<file path="config.mk">
export PLATFORM = sky130hd
export DESIGN_NAME = scalar_kalman_estimator_top
export DESIGN_NICKNAME = d
export VERILOG_FILES = /design/src/rtl/ske_pkg.sv /design/src/rtl/scalar_kalman_estimator_top.sv /design/src/rtl/ske_datapath.sv /design/src/rtl/ske_ctrl.sv
export SDC_FILE = /design/constraint.sdc
export NUM_CORES = 2
export LEC_CHECK = 0
export BUFFER_PORTS_ARGS = -buffer_cell sky130_fd_sc_hd__buf_2
export CAP_MARGIN = 10
export CORE_ASPECT_RATIO = 1.4
export CORE_MARGIN = 2
export CORE_UTILIZATION = 54
export DETAILED_ROUTE_END_ITERATION = 10
export GPL_TIMING_DRIVEN = 0
export PLACE_DENSITY = 0.71
export SLEW_MARGIN = 20
export SYNTH_ARGS = -nofsm -noshare
export SYNTH_HDL_FRONTEND = slang
export SYNTH_SLANG_ARGS = --single-unit
</file>
<file path="constraint.sdc">
create_clock -name clk -period 24.7 [get_ports clk]
set_input_delay 1.235 -clock clk [delete_from_list [all_inputs] [get_ports clk]]
set_output_delay 1.235 -clock clk [all_outputs]
set_load 0.1 [all_outputs]
</file>
<file path="src/rtl/ske_pkg.sv">
// shared widths, datapath operation codes and controller/datapath bundles
package ske_pkg;

    // fixed field widths
    localparam int SAMPLE_W   = 8;
    localparam int EST_W      = 24;
    localparam int GAIN_W     = 16;
    localparam int COV_W      = 26;
    localparam int CFG_W      = 24;
    localparam int APB_DATA_W = 32;
    localparam int APB_ADDR_W = 3;

    // datapath operations issued by the controller
    typedef enum logic [2:0] {
        OP_NOP,
        OP_LOAD,
        OP_DIV,
        OP_GAIN,
        OP_MULX,
        OP_UPDX,
        OP_MULP,
        OP_UPDP
    } dp_op_t;

    // controller to datapath
    typedef struct packed {
        dp_op_t op;
        logic   out_load;
    } ske_cmd_t;

    // datapath to controller
    typedef struct packed {
        logic div_done;
    } ske_status_t;

endpackage

</file>
<file path="src/rtl/scalar_kalman_estimator_top.sv">
// scalar kalman estimator top level: configuration registers, controller, datapath
//
//  channel  direction  handshake               payload
//  config   in         psel/penable/pready     paddr, pwdata, prdata
//  input    in         in_valid / in_stall     sample
//  output   out        out_valid / out_stall   estimate, gain, covariance
//
//  one transaction runs from acceptance through the radix-2 gain divider, one quotient
//  bit a cycle, then the gain, estimate and covariance steps, before the next acceptance
//  the covariance and estimate updates share one multiplier
//  a finished result waits in the output register; a new sample is accepted meanwhile,
//  and only the result load of that next transaction waits on out_stall
//  reset is asynchronous; no clearing pass, the block is ready right after reset
module scalar_kalman_estimator_top #(
    parameter int FRAC_BITS = 16
) (
    input  logic                            clk,
    input  logic                            rst_n,
    input  logic                            psel,
    input  logic                            penable,
    input  logic                            pwrite,
    input  logic [ske_pkg::APB_ADDR_W-1:0]  paddr,
    input  logic [ske_pkg::APB_DATA_W-1:0]  pwdata,
    output logic [ske_pkg::APB_DATA_W-1:0]  prdata,
    output logic                            pready,
    input  logic                            in_valid,
    output logic                            in_stall,
    input  logic [ske_pkg::SAMPLE_W-1:0]    sample,
    output logic                            out_valid,
    input  logic                            out_stall,
    output logic [ske_pkg::EST_W-1:0]       estimate,
    output logic [ske_pkg::GAIN_W-1:0]      gain,
    output logic [ske_pkg::COV_W-1:0]       covariance
);
    import ske_pkg::*;

    typedef enum logic {
        REG_PROCESS_NOISE,
        REG_MEASUREMENT_NOISE
    } reg_idx_t;

    localparam logic [CFG_W-1:0] CFG_MAX = '1;
    // 0.01 and 1.0 in the fixed-point format
    localparam logic [63:0]      Q_RST_L = (64'd1 << FRAC_BITS) / 64'd100;
    localparam logic [63:0]      R_RST_L = 64'd1 << FRAC_BITS;
    localparam logic [CFG_W-1:0] Q_RST   = (Q_RST_L > 64'(CFG_MAX)) ? CFG_MAX
                                                                     : Q_RST_L[CFG_W-1:0];
    localparam logic [CFG_W-1:0] R_RST   = (R_RST_L > 64'(CFG_MAX)) ? CFG_MAX
                                                                     : R_RST_L[CFG_W-1:0];

    logic [CFG_W-1:0] process_noise_reg,     process_noise_next;
    logic [CFG_W-1:0] measurement_noise_reg, measurement_noise_next;
    logic             cfg_wr;
    reg_idx_t         reg_sel;
    ske_cmd_t         cmd;
    ske_status_t      status;

    // register write decode
    assign pready  = 1'b1;
    assign cfg_wr  = psel && penable && pwrite && pready;
    assign reg_sel = reg_idx_t'(paddr[2]);

    always_comb
    begin
        process_noise_next     = process_noise_reg;
        measurement_noise_next = measurement_noise_reg;
        if (cfg_wr)
        begin
            unique case (reg_sel)
                REG_PROCESS_NOISE:     process_noise_next     = pwdata[CFG_W-1:0];
                REG_MEASUREMENT_NOISE: measurement_noise_next = pwdata[CFG_W-1:0];
                default:
                begin
                end
            endcase
        end
    end

    // configuration registers
    always_ff @(posedge clk or negedge rst_n)
    begin
        if (!rst_n)
        begin
            process_noise_reg     <= Q_RST;
            measurement_noise_reg <= R_RST;
        end
        else
        begin
            process_noise_reg     <= process_noise_next;
            measurement_noise_reg <= measurement_noise_next;
        end
    end

    // register read mux
    always_comb
    begin
        unique case (reg_sel)
            REG_PROCESS_NOISE:     prdata = APB_DATA_W'(process_noise_reg);
            REG_MEASUREMENT_NOISE: prdata = APB_DATA_W'(measurement_noise_reg);
            default:               prdata = '0;
        endcase
    end

    // sequencing
    ske_ctrl u_ctrl (
        .clk       (clk),
        .rst_n     (rst_n),
        .in_valid  (in_valid),
        .in_stall  (in_stall),
        .out_valid (out_valid),
        .out_stall (out_stall),
        .cmd       (cmd),
        .status    (status)
    );

    // arithmetic and filter state
    ske_datapath #(
        .FRAC_BITS (FRAC_BITS)
    ) u_datapath (
        .clk               (clk),
        .rst_n             (rst_n),
        .cmd               (cmd),
        .status            (status),
        .sample            (sample),
        .process_noise     (process_noise_reg),
        .measurement_noise (measurement_noise_reg),
        .estimate          (estimate),
        .gain              (gain),
        .covariance        (covariance)
    );

endmodule

</file>
<file path="src/rtl/ske_datapath.sv">
// kalman update datapath: prediction, radix-2 gain divider, shared multiplier, state
module ske_datapath #(
    parameter int FRAC_BITS = 16
) (
    input  logic                           clk,
    input  logic                           rst_n,
    input  ske_pkg::ske_cmd_t              cmd,
    output ske_pkg::ske_status_t           status,
    input  logic [ske_pkg::SAMPLE_W-1:0]   sample,
    input  logic [ske_pkg::CFG_W-1:0]      process_noise,
    input  logic [ske_pkg::CFG_W-1:0]      measurement_noise,
    output logic [ske_pkg::EST_W-1:0]      estimate,
    output logic [ske_pkg::GAIN_W-1:0]     gain,
    output logic [ske_pkg::COV_W-1:0]      covariance
);
    import ske_pkg::*;

    localparam int DEN_W  = COV_W + 1;
    localparam int REM_W  = DEN_W + 1;
    localparam int CNT_W  = $clog2(FRAC_BITS);
    localparam int MAG_W  = (SAMPLE_W + FRAC_BITS > EST_W) ? SAMPLE_W + FRAC_BITS : EST_W;
    localparam int MA_W   = FRAC_BITS + 1;
    localparam int MB_W   = (MAG_W > COV_W) ? MAG_W : COV_W;
    localparam int PROD_W = MA_W + MB_W;

    localparam logic [EST_W-1:0] EST_MAX = '1;
    localparam logic [COV_W-1:0] COV_MAX = '1;

    // one, gain limit and reset state in the chosen fixed-point format
    localparam logic [63:0] ONE_L   = 64'd1 << FRAC_BITS;
    localparam logic [63:0] GMAX_L  = (FRAC_BITS >= GAIN_W) ? ((64'd1 << GAIN_W) - 64'd1)
                                                             : (ONE_L - 64'd1);
    // 127.5 and 100.0
    localparam logic [63:0] X_RST_L = 64'd255 << (FRAC_BITS - 1);
    localparam logic [63:0] P_RST_L = 64'd100 << FRAC_BITS;

    localparam logic [EST_W-1:0]     X_RST  = (X_RST_L > 64'(EST_MAX)) ? EST_MAX
                                                                        : X_RST_L[EST_W-1:0];
    localparam logic [COV_W-1:0]     P_RST  = (P_RST_L > 64'(COV_MAX)) ? COV_MAX
                                                                        : P_RST_L[COV_W-1:0];
    localparam logic [MA_W-1:0]      ONE    = ONE_L[MA_W-1:0];
    localparam logic [PROD_W-1:0]    HALF   = PROD_W'(ONE_L >> 1);
    localparam logic [FRAC_BITS-1:0] GMAX_Q = GMAX_L[FRAC_BITS-1:0];
    localparam logic [GAIN_W-1:0]    GMAX_G = GMAX_L[GAIN_W-1:0];

    // filter state
    logic [EST_W-1:0]     est_reg,  est_next;
    logic [COV_W-1:0]     cov_reg,  cov_next;

    // per-transaction working registers
    logic [SAMPLE_W-1:0]  sample_reg, sample_next;
    logic [COV_W-1:0]     ppred_reg,  ppred_next;
    logic [DEN_W-1:0]     den_reg,    den_next;
    logic [REM_W-1:0]     rem_reg,    rem_next;
    logic [FRAC_BITS-1:0] quo_reg,    quo_next;
    logic [CNT_W-1:0]     cnt_reg,    cnt_next;
    logic [GAIN_W-1:0]    gain_reg,   gain_next;
    logic                 up_reg,     up_next;
    logic [MAG_W-1:0]     mag_reg,    mag_next;
    logic [PROD_W-1:0]    prod_reg,   prod_next;

    // result registers
    logic [EST_W-1:0]     estimate_reg;
    logic [GAIN_W-1:0]    gain_out_reg;
    logic [COV_W-1:0]     covariance_reg;

    // combinational intermediates
    logic [DEN_W-1:0]     psum;
    logic [COV_W-1:0]     ppred_sat;
    logic [REM_W-1:0]     rem_dbl;
    logic [REM_W-1:0]     den_ext;
    logic                 rem_ge;
    logic [MAG_W-1:0]     target;
    logic [MAG_W-1:0]     est_mag;
    logic                 tgt_up;
    logic [MA_W-1:0]      mul_a;
    logic [MB_W-1:0]      mul_b;
    logic [PROD_W-1:0]    mul_p;
    logic [PROD_W-1:0]    rounded;
    logic [PROD_W-1:0]    adj;
    logic [PROD_W-1:0]    est_ext;
    logic [PROD_W-1:0]    est_up;
    logic [PROD_W-1:0]    est_dn;

    // shared multiplier: gain times distance, or one minus gain times prediction
    always_comb
    begin
        if (cmd.op == OP_MULP)
        begin
            mul_a = ONE - MA_W'(gain_reg);
            mul_b = MB_W'(ppred_reg);
        end
        else
        begin
            mul_a = MA_W'(gain_reg);
            mul_b = MB_W'(mag_reg);
        end
        mul_p = PROD_W'(mul_a) * PROD_W'(mul_b);
    end

    // intermediate values
    always_comb
    begin
        psum      = DEN_W'(cov_reg) + DEN_W'(process_noise);
        ppred_sat = psum[COV_W] ? COV_MAX : psum[COV_W-1:0];
        rem_dbl   = {rem_reg[REM_W-2:0], 1'b0};
        den_ext   = REM_W'(den_reg);
        rem_ge    = (rem_dbl >= den_ext);
        target    = MAG_W'({sample_reg, {FRAC_BITS{1'b0}}});
        est_mag   = MAG_W'(est_reg);
        tgt_up    = (target >= est_mag);
        rounded   = prod_reg + HALF;
        adj       = rounded >> FRAC_BITS;
        est_ext   = PROD_W'(est_reg);
        est_up    = est_ext + adj;
        est_dn    = est_ext - adj;
    end

    // next-value selection by operation
    always_comb
    begin
        est_next    = est_reg;
        cov_next    = cov_reg;
        sample_next = sample_reg;
        ppred_next  = ppred_reg;
        den_next    = den_reg;
        rem_next    = rem_reg;
        quo_next    = quo_reg;
        cnt_next    = cnt_reg;
        gain_next   = gain_reg;
        up_next     = up_reg;
        mag_next    = mag_reg;
        prod_next   = prod_reg;
        case (cmd.op)
            // predicted covariance and divider setup
            OP_LOAD:
            begin
                sample_next = sample;
                ppred_next  = ppred_sat;
                den_next    = DEN_W'(ppred_sat) + DEN_W'(measurement_noise);
                rem_next    = REM_W'(ppred_sat);
                quo_next    = '0;
                cnt_next    = '0;
            end
            // one restoring quotient bit
            OP_DIV:
            begin
                rem_next = rem_ge ? (rem_dbl - den_ext) : rem_dbl;
                quo_next = {quo_reg[FRAC_BITS-2:0], rem_ge};
                cnt_next = cnt_reg + 1'b1;
            end
            // capped gain, distance from estimate to sample
            OP_GAIN:
            begin
                if (den_reg == '0)
                    gain_next = '0;
                else if (quo_reg > GMAX_Q)
                    gain_next = GMAX_G;
                else
                    gain_next = GAIN_W'(quo_reg);
                up_next  = tgt_up;
                mag_next = tgt_up ? (target - est_mag) : (est_mag - target);
            end
            OP_MULX, OP_MULP:
            begin
                prod_next = mul_p;
            end
            // move estimate, clamped to the field
            OP_UPDX:
            begin
                if (up_reg)
                    est_next = (est_up > PROD_W'(EST_MAX)) ? EST_MAX : est_up[EST_W-1:0];
                else
                    est_next = (adj > est_ext) ? '0 : est_dn[EST_W-1:0];
            end
            // shrink covariance, saturating
            OP_UPDP:
            begin
                cov_next = (adj > PROD_W'(COV_MAX)) ? COV_MAX : adj[COV_W-1:0];
            end
            default:
            begin
            end
        endcase
    end

    // filter state
    always_ff @(posedge clk or negedge rst_n)
    begin
        if (!rst_n)
        begin
            est_reg <= X_RST;
            cov_reg <= P_RST;
        end
        else
        begin
            est_reg <= est_next;
            cov_reg <= cov_next;
        end
    end

    // working and result registers
    always_ff @(posedge clk)
    begin
        sample_reg <= sample_next;
        ppred_reg  <= ppred_next;
        den_reg    <= den_next;
        rem_reg    <= rem_next;
        quo_reg    <= quo_next;
        cnt_reg    <= cnt_next;
        gain_reg   <= gain_next;
        up_reg     <= up_next;
        mag_reg    <= mag_next;
        prod_reg   <= prod_next;
        if (cmd.out_load)
        begin
            estimate_reg   <= est_reg;
            gain_out_reg   <= gain_reg;
            covariance_reg <= cov_reg;
        end
    end

    assign status.div_done = (cnt_reg == CNT_W'(FRAC_BITS - 1));

    assign estimate   = estimate_reg;
    assign gain       = gain_out_reg;
    assign covariance = covariance_reg;

endmodule

</file>
<file path="src/rtl/ske_ctrl.sv">
// sequencing controller: input and output handshakes, datapath operation order
module ske_ctrl (
    input  logic                  clk,
    input  logic                  rst_n,
    input  logic                  in_valid,
    output logic                  in_stall,
    output logic                  out_valid,
    input  logic                  out_stall,
    output ske_pkg::ske_cmd_t     cmd,
    input  ske_pkg::ske_status_t  status
);
    import ske_pkg::*;

    typedef enum logic [2:0] {
        S_IDLE,
        S_DIV,
        S_GAIN,
        S_MULX,
        S_UPDX,
        S_MULP,
        S_UPDP,
        S_FIN
    } state_t;

    state_t state_reg, state_next;
    logic   out_valid_reg, out_valid_next;
    logic   out_free;

    // result register can take a new transaction
    assign out_free = !out_valid_reg || !out_stall;

    // next state and operation decode
    always_comb
    begin
        state_next     = state_reg;
        out_valid_next = out_valid_reg && out_stall;
        cmd.op         = OP_NOP;
        cmd.out_load   = 1'b0;
        unique case (state_reg)
            S_IDLE:
            begin
                if (in_valid)
                begin
                    cmd.op     = OP_LOAD;
                    state_next = S_DIV;
                end
            end
            S_DIV:
            begin
                cmd.op = OP_DIV;
                if (status.div_done)
                    state_next = S_GAIN;
            end
            S_GAIN:
            begin
                cmd.op     = OP_GAIN;
                state_next = S_MULX;
            end
            S_MULX:
            begin
                cmd.op     = OP_MULX;
                state_next = S_UPDX;
            end
            S_UPDX:
            begin
                cmd.op     = OP_UPDX;
                state_next = S_MULP;
            end
            S_MULP:
            begin
                cmd.op     = OP_MULP;
                state_next = S_UPDP;
            end
            S_UPDP:
            begin
                cmd.op     = OP_UPDP;
                state_next = S_FIN;
            end
            S_FIN:
            begin
                if (out_free)
                begin
                    cmd.out_load   = 1'b1;
                    out_valid_next = 1'b1;
                    state_next     = S_IDLE;
                end
            end
            default:
            begin
                state_next = S_IDLE;
            end
        endcase
    end

    // state and registered outputs
    always_ff @(posedge clk or negedge rst_n)
    begin
        if (!rst_n)
        begin
            state_reg     <= S_IDLE;
            out_valid_reg <= 1'b0;
        end
        else
        begin
            state_reg     <= state_next;
            out_valid_reg <= out_valid_next;
        end
    end

    assign in_stall  = (state_reg != S_IDLE);
    assign out_valid = out_valid_reg;

    // an accepted transaction starts the divider
    a_accept_starts_div: assert property (@(posedge clk) disable iff (!rst_n)
        (in_valid && !in_stall) |=> (state_reg == S_DIV))
        else $error("accepted transaction did not start the divider");

    // the divider runs until the datapath reports its last step
    a_div_holds: assert property (@(posedge clk) disable iff (!rst_n)
        (state_reg == S_DIV && !status.div_done) |=> (state_reg == S_DIV))
        else $error("divider left before its last step");

    // a new result only appears from the finish state
    a_result_from_fin: assert property (@(posedge clk) disable iff (!rst_n)
        $rose(out_valid_reg) |-> $past(state_reg == S_FIN))
        else $error("result raised outside the finish state");

endmodule

</file>
; ---- Word level (Yosys, flattened, before mapping)
; Index checks and enable logic that the tools add are counted.
[word_totals]
register_bits = 360
input_bits = 50
output_inout_bits = 101
elab_cells = 93
[op_classes]
add_sub_neg = 10
multipliers = 1
n_lt_le_gt_ge = 6
n_eq_ne = 18
mux = 24
bitwise = 1
reduce_logical = 14
[ops]
columns = operator, count
row1 = 2-to-1 mux 24 bit, 4
row2 = 2-to-1 mux 26 bit, 3
row3 = subtractor 24 bit, 3
row4 = case mux 32 bit (2 select lines), 1
row5 = adder 26 x 24 -> 27 bit, 2
row6 = case mux 27 bit (2 select lines), 1
row7 = "adder 43 x 16 -> 43 bit, second input constant", 1
row8 = "> comparator 43 x 24 -> 1 bit, second input constant", 1
row9 = multiplier 17 x 26 -> 43 bit, 1
row10 = case mux 16 bit (2 select lines), 1
row11 = adder 24 x 27 -> 28 bit, 1
row12 = greater-or-equal comparator 28 x 27 -> 1 bit, 1
row13 = > comparator 27 x 24 -> 1 bit, 1
row14 = "> comparator 27 x 26 -> 1 bit, second input constant", 1
row15 = zero test 27 bit, 1
row16 = 2-to-1 mux 27 bit, 1
row17 = subtractor 27 bit, 1
row18 = "== test 3 bit, second input constant", 8
row19 = greater-or-equal comparator 24 bit, 1
row20 = case mux 3 bit (8 select lines), 1
row21 = case mux 3 bit (7 select lines), 1
row22 = 2-to-1 mux 17 bit, 1
row23 = "subtractor 17 x 16 -> 17 bit, first input constant", 1
row24 = "> comparator 16 bit, second input constant", 1
row25 = 20 further kinds, 35

; ---- Depth between registers and ports, before layout
[logic_depth]
ltp_word = 5
depth_mapped = 32
mapped_depth_nobuf = 31

; ---- Hierarchy
; From an unflattened synthesis, not the netlist that was laid out.
[unflattened]
cells_unflattened = 3642
area_unflattened_um2 = 34784.6
[modules_own_cells]
columns = module, n_inst, cells_per_inst, area_each_um2
row1 = ske_datapath, 1, 3476, 32247.2
row2 = scalar_kalman_estimator_top, 1, 140, 2282.2
row3 = ske_ctrl, 1, 26, 255.2

; ---- Least setup slack after synthesis
; OpenSTA, ideal clock, no wires.
[synth_path]
kind = reg-to-reg
from = register u_datapath.gain_reg[0]
to = register u_datapath.prod_reg[41] (data pin)
setup_ns = 0.258
t_arrival_ns = 7.891
t_required_ns = 24.442
path_slack_ns = 16.552
path_stages_with_launch = 31
n_path_buf = 2
cell_sequence = edfxtp_1 > clkbuf_1 > inv_1 > ha_1 > nand2_1 > nor3_1 > nand3_1 > o41ai_2 > xor2_1 > buf_2 > nor2_1 > fa_1 > inv_1 > fa_1 > fa_1 > inv_1 > fa_1 > fa_1 > inv_1 > fa_1 > inv_1 > ha_1 > a21o_1 > a21o_1 > a211o_1 > or4_1 > o21ai_1 > o311a_1 > nand2b_1 > a21oi_1 > xnor2_1
[synth_between]
elab_chain_cells = 3
[synth_rtl]
columns = element, line
row1 = start: declaration, ske_datapath.sv:57  ; logic [GAIN_W-1:0] gain_reg, gain_next;
row2 = start signal: assignment, ske_datapath.sv:211  ; gain_reg <= gain_next;
row3 = subtractor 17 x 16 -> 17 bit, ske_datapath.sv:90  ; mul_a = ONE - MA_W'(gain_reg);
row4 = 2-to-1 mux 17 bit (*), ske_datapath.sv:88  ; if (cmd.op == OP_MULP)
row5 = multiplier 17 x 26 -> 43 bit (*), ske_datapath.sv:98  ; mul_p = PROD_W'(mul_a) * PROD_W'(mul_b);
row6 = via u_datapath.mul_p[41], ske_datapath.sv:78  ; logic [PROD_W-1:0] mul_p;
row7 = end signal: assignment, ske_datapath.sv:214  ; prod_reg <= prod_next;
row8 = end: declaration, ske_datapath.sv:60  ; logic [PROD_W-1:0] prod_reg, prod_next;
; The timed path passes the listed nets; every way through them passes the cells marked *.
; A chain may end at the register's enable or synchronous reset.

; ---- Worst setup path in the final report
[layout_path]
from = register u_ctrl.state_reg[0]
to = register u_datapath.prod_reg[31] (data pin)
[layout_between]
elab_chain_cells = 5
[layout_rtl]
columns = element, line
row1 = start: declaration, ske_ctrl.sv:25  ; state_t state_reg, state_next;
row2 = start signal: assignment, ske_ctrl.sv:105  ; state_reg <= state_next;
row3 = == test 3 bit (tied with other cells), ske_ctrl.sv:39  ; unique case (state_reg)
row4 = case mux 3 bit (7 select lines) (*), ske_ctrl.sv:39
row5 = == test 3 bit (*), ske_datapath.sv:88
row6 = 2-to-1 mux 17 bit or 2-to-1 mux 26 bit (tied branches), ske_datapath.sv:88
row7 = multiplier 17 x 26 -> 43 bit (*), ske_datapath.sv:98
row8 = via u_datapath.mul_p[31], ske_datapath.sv:78
; Marks and branches as above.

==> metrics.txt <==
# TYPE chip_impl_metric gauge
chip_impl_metric{name="grt_overflow_total",unit=""} 0
chip_impl_metric{name="drive_above_1_share",unit="%"} 9.703
chip_impl_metric{name="synth-async-reset-ratio",unit="%"} 29.57
chip_impl_metric{name="initialDrtViolationCount",unit=""} 2336
chip_impl_metric{name="max_cap_violations",unit=""} 0
chip_impl_metric{name="max_freq",unit="GHz"} 0.09304
chip_impl_metric{name="ctsHoldBuffers",unit=""} 0
chip_impl_info{name="endpoint_kind",value="flop"} 1
chip_impl_info{name="cts.root.buffer_cell",value="sky130_fd_sc_hd__clkbuf_16"} 1
chip_impl_metric{name="finalSetupTns",unit="ns"} 0
chip_impl_metric{name="relSlewSlack",unit="%"} 14.60
chip_impl_metric{name="routabilityCongestion",unit=""} 0.9718
chip_impl_metric{name="synth_enable_flop_cells",unit=""} 243
chip_impl_info{name="crit-reg2reg-capture",value="u_datapath.prod_reg[31]$_DFFE_PP_"} 1
chip_impl_metric{name="largest_register_ff_count",unit=""} 32
chip_impl_metric{name="total_wirelength_of_the_detailed_routed_design",unit="um"} 107500
chip_impl_metric{name="clk_pin_slew",unit="ns"} 0.07
chip_impl_metric{name="drt-pass1-iter-count",unit=""} 7
chip_impl_metric{name="die_width",unit="um"} 218.3
chip_impl_metric{name="synth_area",unit="um2"} 34730
chip_impl_metric{name="cts.repair.resized",unit=""} 0
chip_impl_metric{name="setup.reg_to_reg.worst_slack",unit="ns"} 13.95
chip_impl_metric{name="remaining_drc_errors",unit=""} 0
chip_impl_metric{name="place.port_buffers",unit=""} 130
chip_impl_metric{name="synth.avg_cell_area",unit="um2"} 9.591
chip_impl_info{name="worstSetupPathType",value="reg2reg"} 1
chip_impl_info{name="cp-endpoint",value="u_datapath.prod_reg[31]$_DFFE_PP_"} 1
chip_impl_metric{name="worstHoldPathCells",unit=""} 0
chip_impl_metric{name="hpwl",unit="um"} 86530
chip_impl_info{name="cts_tree",value="done"} 1
chip_impl_metric{name="number_of_fill_cells",unit=""} 5655
chip_impl_metric{name="die_height",unit="um"} 304.1
chip_impl_metric{name="critical_path_arrival",unit="ns"} 11.05
chip_impl_metric{name="detail-route-antenna-nets",unit=""} 0
chip_impl_metric{name="multi_input_area",unit="um2"} 22360
chip_impl_metric{name="timing.reg2reg.worst_path_depth",unit=""} 27
chip_impl_metric{name="syn_to_final_growth",unit="%"} 9.273
chip_impl_metric{name="hold_violations",unit=""} 0
chip_impl_metric{name="ctsLongestPathBuffers",unit=""} 3
chip_impl_info{name="layout_common_cells",value="sky130_fd_sc_hd__inv_1, sky130_fd_sc_hd__nand2_1, sky130_fd_sc_hd__fa_1, sky130_fd_sc_hd__nor2_1, sky130_fd_sc_hd__ha_1"} 1
chip_impl_info{name="crit_path_start",value="u_ctrl.state_reg[0]$_DFFE_PN0P_"} 1
chip_impl_metric{name="number_of_clock_sinks",unit=""} 345
chip_impl_info{name="layout_commonest_cell",value="sky130_fd_sc_hd__inv_1"} 1
chip_impl_metric{name="synth_cell_type_count",unit=""} 79
chip_impl_info{name="worstHoldPathType",value="reg2reg"} 1
chip_impl_metric{name="route.detailed.wl_per_inst",unit="um"} 23.00
chip_impl_metric{name="number_of_global_route_vias_before_repair",unit=""} 28572
chip_impl_metric{name="cts_setup_buffers",unit=""} 0
chip_impl_info{name="rsz0062_at_grt",value="no"} 1
chip_impl_metric{name="critical_path_data_required_time",unit="ns"} 25.01
chip_impl_metric{name="ys_ff_latch",unit=""} 345
chip_impl_metric{name="tightestPinTransition",unit="ns"} 1.277
chip_impl_metric{name="grt_pass1_wl",unit="um"} 165200
chip_impl_info{name="worst_setup_path_start_kind",value="flop"} 1
chip_impl_metric{name="via_per_inst",unit=""} 5.916
chip_impl_metric{name="clock_insertion_delay_worst_skew",unit="ns"} 0.58
chip_impl_metric{name="io_pins",unit=""} 151
chip_impl_info{name="synth_ff_type",value="sky130_fd_sc_hd__edfxtp_1"} 1
chip_impl_metric{name="std_cell_rows",unit=""} 110
chip_impl_metric{name="final_max_slew_viol_count",unit=""} 0
chip_impl_metric{name="tritoncts_buffer_count",unit=""} 37
chip_impl_metric{name="cts_htree_levels",unit=""} 2
chip_impl_metric{name="via_count",unit=""} 27659
chip_impl_metric{name="seq_area",unit="um2"} 9872
chip_impl_metric{name="start_util",unit="%"} 54.27
chip_impl_metric{name="critical_path_peak_fanout",unit=""} 10
chip_impl_metric{name="final_net_count",unit=""} 4507
chip_impl_metric{name="groute.usage.overall",unit="%"} 33.20
chip_impl_metric{name="die-area",unit="um2"} 66390
chip_impl_metric{name="setup_viol",unit=""} 0
chip_impl_metric{name="finalCritPeriodShare",unit="%"} 43.52
chip_impl_info{name="startpoint_of_the_worst_register_to_register_path",value="u_ctrl.state_reg[0]$_DFFE_PN0P_"} 1
chip_impl_metric{name="period_needed",unit="ns"} 10.75
chip_impl_metric{name="synthesis.instances",unit=""} 3621
chip_impl_metric{name="finish.utilization",unit="%"} 59.30
chip_impl_metric{name="grt_max_degree",unit=""} 74
chip_impl_info{name="outcome",value="finished clean"} 1
chip_impl_metric{name="coreArea",unit="um2"} 64000
chip_impl_metric{name="proportion_of_synthesized_chip_area_in_sequential_cells",unit="%"} 28.42
chip_impl_metric{name="synth-warning-count",unit=""} 0
chip_impl_metric{name="finClkSkew",unit="ns"} 0.03234
chip_impl_metric{name="number_of_antenna_violations_at_the_first_check_in_global_routing",unit=""} 5
[final cells by class]
cell class,instances,share of cell area [%]
Antenna cell,1,0.006594
Buffer,118,1.348
Clock buffer,50,2.759
Clock inverter,17,0.3791
Inverter,565,5.588
Multi-Input combinational cell,2600,58.90
Sequential cell,345,26.01
Tap cell,840,2.769
Timing Repair Buffer,139,2.232
[cells by family after synthesis]
| family | share of synthesized area (%) |
|---|---|
| fa+ha+maj | 31.30 |
| compound gates | 10.14 |
| xor+xnor | 4.514 |
| flops | 28.42 |
| other cells | 0.02162 |
| buf+inv | 7.580 |
| simple gates | 14.05 |
| mux | 3.970 |
[metal layers]
layer  global-route usage, %  vias up  wire [um]
met5                       0        -          0
met4                   25.23        0       9746
met3                   5.087      464       8096
met2                   55.56     1430      51820
met1                   38.12    13443      37890
li1                        -    12322          -
[worst min path at each step]
stage	start	end
6_report	u_datapath.gain_reg[0]$_SDFFCE_PN0N_	u_datapath.gain[0]$_DFFE_PP_
5_1_grt	u_datapath.gain_reg[0]$_SDFFCE_PN0N_	u_datapath.gain[0]$_DFFE_PP_
4_1_cts	u_datapath.gain_reg[0]$_SDFFCE_PN0N_	u_datapath.gain[0]$_DFFE_PP_
3_5_place_dp	u_datapath.cov_reg[23]$_DFFE_PN0N_	u_datapath.covariance[23]$_DFFE_PP_
3_3_place_gp	u_ctrl.out_valid$_DFF_PN0_	u_ctrl.out_valid$_DFF_PN0_
2_1_floorplan	u_datapath.gain_reg[0]$_SDFFCE_PN0N_	u_datapath.gain[0]$_DFFE_PP_
[synthesized netlist by cell type, drive strengths merged, types with 9 or more instances]
cell / n / area (um2)
nor4: 18 / 112.6
a21oi: 140 / 704.4
a211o: 10 / 87.58
buf: 31 / 185.2
xnor2: 112 / 980.9
o31ai: 9 / 67.56
edfxtp: 243 / 7297
nor3: 61 / 310.3
fa: 363 / 7267
nor2b: 40 / 250.2
dfstp: 18 / 473.0
nor2: 317 / 1190
and3: 43 / 269.0
nand2: 455 / 1708
nand2b: 21 / 131.4
xor2: 67 / 586.8
a221oi: 14 / 122.6
o21bai: 15 / 112.6
dfrtp: 84 / 2102
or3: 9 / 56.30
mux2: 78 / 878.3
and4: 12 / 105.1
mux2i: 50 / 500.5
o31a: 10 / 87.58
o21ai: 92 / 464.2
a22oi: 16 / 120.1
a21o: 54 / 405.4
ha: 288 / 3603
nand4: 16 / 100.1
and2: 23 / 143.9
or2: 26 / 162.7
a211oi: 15 / 112.6
o211ai: 16 / 125.1
o21a: 33 / 247.7
a31oi: 53 / 344.1
inv: 564 / 2117
clkbuf: 87 / 326.6
nand3: 45 / 225.2
[metrics by stage]
step	hold slack, ns	cell area, um2	setup WS, ns	std cells
2_1_floorplan	0.4244	34760	16.55	3628
3_3_place_gp	0.4892	36460	14.39	4598
3_5_place_dp	0.4959	36730	14.21	4607
4_1_cts	0.5153	37920	14.13	4674
5_1_grt	0.5396	37950	13.60	4674
6_report	0.5038	37950	13.95	4675
[worst max-delay path: stages (launching register included)]
cell,delay [ns]
sky130_fd_sc_hd__dfrtp_1,0.40
sky130_fd_sc_hd__clkinv_1,0.28
sky130_fd_sc_hd__nor2_1,0.47
sky130_fd_sc_hd__nand2_1,0.29
sky130_fd_sc_hd__a21oi_1,0.31
sky130_fd_sc_hd__xor2_1,1.02
sky130_fd_sc_hd__clkbuf_1,0.83
sky130_fd_sc_hd__nand2_1,0.19
sky130_fd_sc_hd__fa_1,0.60
sky130_fd_sc_hd__fa_1,0.43
sky130_fd_sc_hd__fa_1,0.51
sky130_fd_sc_hd__inv_1,0.05
sky130_fd_sc_hd__fa_1,0.47
sky130_fd_sc_hd__fa_1,0.55
sky130_fd_sc_hd__inv_1,0.05
sky130_fd_sc_hd__fa_1,0.52
sky130_fd_sc_hd__inv_1,0.04
sky130_fd_sc_hd__ha_1,0.34
sky130_fd_sc_hd__and4_1,0.31
sky130_fd_sc_hd__o21ai_0,0.15
sky130_fd_sc_hd__o31ai_1,0.33
sky130_fd_sc_hd__a21oi_1,0.26
sky130_fd_sc_hd__a31oi_2,0.63
sky130_fd_sc_hd__a41oi_1,0.31
sky130_fd_sc_hd__a2111oi_0,0.74
sky130_fd_sc_hd__o21a_1,0.18
sky130_fd_sc_hd__nor2_1,0.05
sky130_fd_sc_hd__xnor2_1,0.14
Power is left out: the tool's default activity adds up to more than one toggle a clock period on the data nets, which glitch-free logic cannot reach.
